**src/bfsgd_mul.sv**
```systemverilog
// Shared signed multiplier with a registered product.
module bfsgd_mul (
   input  logic                clock,
   input  logic signed [33:0]  mul_a,
   input  logic signed [32:0]  mul_b,
   output logic signed [66:0]  prod_ff
);

   logic signed [66:0] prod_in;

   // One product per cycle, registered before anyone uses it.
   assign prod_in = 67'(mul_a) * 67'(mul_b);

   always_ff @(posedge clock) begin
      prod_ff <= prod_in;
   end

endmodule

```
**config.mk**
```make
export PLATFORM = sky130hd
export DESIGN_NAME = bfsgd_mul
export DESIGN_NICKNAME = d
export VERILOG_FILES = /design/src/bfsgd_mul.sv
export SDC_FILE = /design/constraint.sdc
export NUM_CORES = 2
export LEC_CHECK = 0
export ABC_AREA = 1
export BUFFER_PORTS_ARGS = -buffer_cell sky130_fd_sc_hd__buf_2
export CORE_UTILIZATION = 57
export CTS_CLUSTER_SIZE = 16
export DETAILED_ROUTE_END_ITERATION = 7
export GPL_TIMING_DRIVEN = 0
export HOLD_SLACK_MARGIN = 0.05
export PLACE_DENSITY = 0.71
export SYNTH_ARGS = -nofsm -noshare
export SYNTH_HDL_FRONTEND = slang
export SYNTH_SLANG_ARGS = --single-unit
```
**constraint.sdc**
```tcl
create_clock -name clock -period 8.2 [get_ports clock]
set_input_delay 0.41 -clock clock [delete_from_list [all_inputs] [get_ports clock]]
set_output_delay 0.41 -clock clock [all_outputs]
set_load 0.01 [all_outputs]
```
======== After elaboration in Yosys (flattened, before gate mapping) ========
Index checks and enable logic that the tools add are counted.
word-level totals
  logic and storage cells ................. 2
  input port bits ......................... 68
  register bits after elaboration ......... 67
  output and inout port bits .............. 67
cells by class
  $mul .................................... 1
operators by type and width
  operator                      number
  multiplier 34 x 33 -> 67 bit  1

======== Longest topological paths before layout ========
  word-level depth ........................ 1
  mapped depth ............................ 35
  depth with buffers taken out ............ 33

======== Worst setup path after synthesis ========
Ideal clock, no wire load.
  path type ............................... input-to-reg
  start point ............................. in mul_a[33]
  end point ............................... reg prod_ff[61]
  cell stages on the path ................. 26
  path slack .............................. 0.941 ns
  data required time ...................... 8.087 ns
  setup time .............................. 0.113 ns
  buffers on the path ..................... 2
  data arrival time ....................... 7.147 ns
  cell sequence ........................... clkbuf_1 clkbuf_1 nand2_1 inv_1 fa_1 inv_1 fa_1 inv_1 fa_1 fa_1 inv_1 fa_1 fa_1 fa_1 fa_1 inv_1 ha_1 nand2_1 nor2_1 inv_1 nor2_1 nand2_1 nor3_1 nand2_1 nand4_1 nand2_1
on the way
  longest elaborated chain between the ends .. 1
RTL lines
  item                          line  text
  from (decl)                   4     input logic signed [33:0] mul_a,
  multiplier 34 x 33 -> 67 bit  12    assign prod_in = 67'(mul_a) * 67'(mul_b);
  net prod_in[61]               9     logic signed [66:0] prod_in;
  to (signal assigned)          15    prod_ff <= prod_in;
  to (decl)                     6     output logic signed [66:0] prod_ff
The timed path passes the listed nets, and every way through them passes these cells.

======== Worst setup path after layout ========
  start point ............................. in mul_a[14]
  end point ............................... reg prod_ff[62]
Same word-level chain as after synthesis.

==> results.json <==
{
  "status": "finished, violations left",
  "violations": "negative setup slack",
  "syn-num-nets": 7165,
  "cts_root_buf": "clkbuf_16",
  "top_regs": "prod_ff x67",
  "num_rows": 101,
  "critical_path_class": "primary input to flip-flop",
  "die_h_um": 281,
  "synth_top_area_frac": 0.531,
  "slew_violations": 0,
  "crit_required_ns": 8.44,
  "grt_pass1_wl_mm": 266,
  "worst_slew_pin_slew_ns": 1.35,
  "vias": 37900,
  "design_area_mm2": 0.0466,
  "setup_ws_ns": -0.113,
  "ioPinCount": 135,
  "dr.pass1.iters": 6,
  "fin_crit_sh": 1.01,
  "synth_edf_count": 0,
  "hold_viol": 0,
  "fin_util": 0.610,
  "multi_input_area_mm2": 0.0347,
  "worstHoldPathType": "primary input to flip-flop",
  "regMostFlops": "prod_ff",
  "clock_sinks": 67,
  "synth_top_cell_by_area": "fa_1",
  "synth_cells": 5702,
  "synthTopCellsByCount": "1946 x inv_1, 1586 x nand2_1, 1176 x fa_1",
  "routed_wirelength_mm": 186,
  "synth_area_leaders": "fa_1 53%, inv_1 16%, nand2_1 13%, ha_1 6.2%, dfxtp_1 3.0%",
  "num-fill-cells": 7200,
  "synth_cell_type_count": 37,
  "crit_fanout": 10,
  "final_nets": 7254,
  "cts-hold-fix-buffers": 0,
  "avgViaCountPerCell": 5.54,
  "drtIter0Drc": 4385,
  "regArea_mm2": 0.00134,
  "drive_gt1_frac": 0.0552,
  "max_freq_ghz": 0.120,
  "end_kind": "flip-flop",
  "grt_start_max_net_pins": 27,
  "cp-startpoint": "mul_a[14]",
  "die_w_um": 281,
  "endpoint": "prod_ff[62]$_DFF_P_",
  "drc": 0,
  "globalRouteOverflowTotal": 0,
  "cts_tree": "yes",
  "cts.clk_slew.worst_paths_ns": 0.06,
  "coreArea_mm2": 0.0765,
  "cts_buffer_depth": 2,
  "arrival_ns": 8.55,
  "die-area_mm2": 0.0789,
  "yosysWarnings": 0,
  "synthFlopType": "dfxtp_1",
  "cts-buffers-inserted": 9,
  "initial_utilization": 0.580,
  "post_synth.cell_area_avg_um2": 7.78,
  "netlist_area_mm2": 0.0444,
  "fin_crit_ns": 8.31,
  "grt_pass1_vias": 39400,
  "synth_async_sr_flop_share": 0,
  "finalSetupViolCount": 1,
  "critPathLaunchType": "primary input",
  "wl_per_cell_um": 27.2,
  "whs_ns": 0.427,
  "areaGrowthSynthToFinish_pct": 5.18,
  "ant_nets": 0,
  "final_cells": 6832,
  "slew_headroom": 0.0998,
  "yosysMostFrequentCell": "inv_1",
  "largest_register_ff_count": 67,
  "dp_cells": 6800,
  "gp_congestion": 1.09,
  "cap_violations": 0,
  "grt_antenna_before_repair": 13,
  "h-tree-depth": 3,
  "synth_seq_cells": 67,
  "placed_area_mm2": 0.0460,
  "grt_usage": 0.489,
  "synth_seq_area_share": 0.0302,
  "port_buffers": 68,
  "dp.final_hpwl_mm": 152
}
-- area by class of cell --
cell class	instances	share of cell area
inverters	1959	0.158
repair buffers	78	0.00899
flip-flops and latches	67	0.0288
well taps	1030	0.0276
multi-input cells	3408	0.743
plain buffers	268	0.0263
clock buffers	9	0.00483
diodes	6	0.000322
clock inverters	7	0.00217
-- per-stage QoR --
step	TNS (ns)	setup slack, ns
after global routing	-0.0174	-0.0174
after floorplan	0	0.941
after CTS	0	0.00774
after detailed placement	-36.38	-1.60
after global placement	-41.96	-1.80
final	-0.113	-0.113
-- kinds of logic (layout without fill, tap and decap cells) --
| logic type | after synthesis | after routing | synth area share |
|---|---|---|---|
| buffers and inverters | 2227 | 2321 | 0.189 |
| adder cells (fa/ha/maj) | 1395 | 1395 | 0.593 |
| XOR/XNOR | 44 | 44 | 0.00869 |
| other | 0 | 6 | 0 |
| AO/OA/AOI/OAI | 94 | 94 | 0.0116 |
| flip-flops | 67 | 67 | 0.0302 |
| AND/OR/NAND/NOR | 1875 | 1875 | 0.168 |
-- routing by layer --
metal | share of wire | vias to the layer above | GRT usage
met3 | 0.14 | 801 | 0.166
met1 | 0.35 | 18700 | 0.600
met5 | 0.00015 | - | 0
met4 | 0.10 | 4 | 0.391
met2 | 0.41 | 2740 | 0.705
li1 | - | 15600 | -
-- critical path: stages --
cell	delay (ns)
clkbuf_1	0.51
clkbuf_1	0.93
nand2_1	0.14
inv_1	0.12
fa_1	0.40
inv_1	0.08
fa_1	0.45
fa_1	0.55
inv_1	0.05
fa_1	0.49
fa_1	0.52
fa_1	0.44
fa_1	0.52
inv_1	0.05
fa_1	0.80
inv_1	0.09
ha_1	0.44
nand2_2	0.13
nor2_2	0.29
nand2_1	0.27
nor2_1	0.21
nand2_1	0.08
nand3_1	0.26
nand2_1	0.14
nand3_1	0.11
nand2_1	0.06
-- cells in the final DEF (no fill, tap or decap), drive strengths merged, types with 7 or more instances in the layout --
cell type  netlist  layout
fa            1176    1176
nand3           81      81
a21oi           59      59
or2              9       9
nand4           16      16
o21bai          10      10
clkbuf         265     264
dfxtp           67      67
o21ai           21      21
buf              3      90
nor2           146     146
inv           1957    1955
ha             219     219
nor3            12      12
xnor2            7       7
nand2         1607    1607
xor2            37      37
-- timing repair --
item                                    CTS  global route
buffers inserted                          1             9
endpoints found under the setup margin   41            36
gates resized for setup                  52           279
pin swaps                                 1             1
-- how the worst min path moves through the flow --
stage	start	end	slack, ns	cells past startpoint
final	mul_a[0]	prod_ff[0]$_DFF_P_	0.43	3
after global routing	mul_a[0]	prod_ff[0]$_DFF_P_	0.43	3
after CTS	mul_a[0]	prod_ff[0]$_DFF_P_	0.43	3
after detailed placement	mul_a[0]	prod_ff[0]$_DFF_P_	0.80	3
after global placement	mul_a[0]	prod_ff[0]$_DFF_P_	0.79	3
after floorplan	mul_a[0]	prod_ff[0]$_DFF_P_	0.67	3
Power is not shown: default switching activity piles up to over one toggle a cycle in this logic, so the estimate is an artifact.
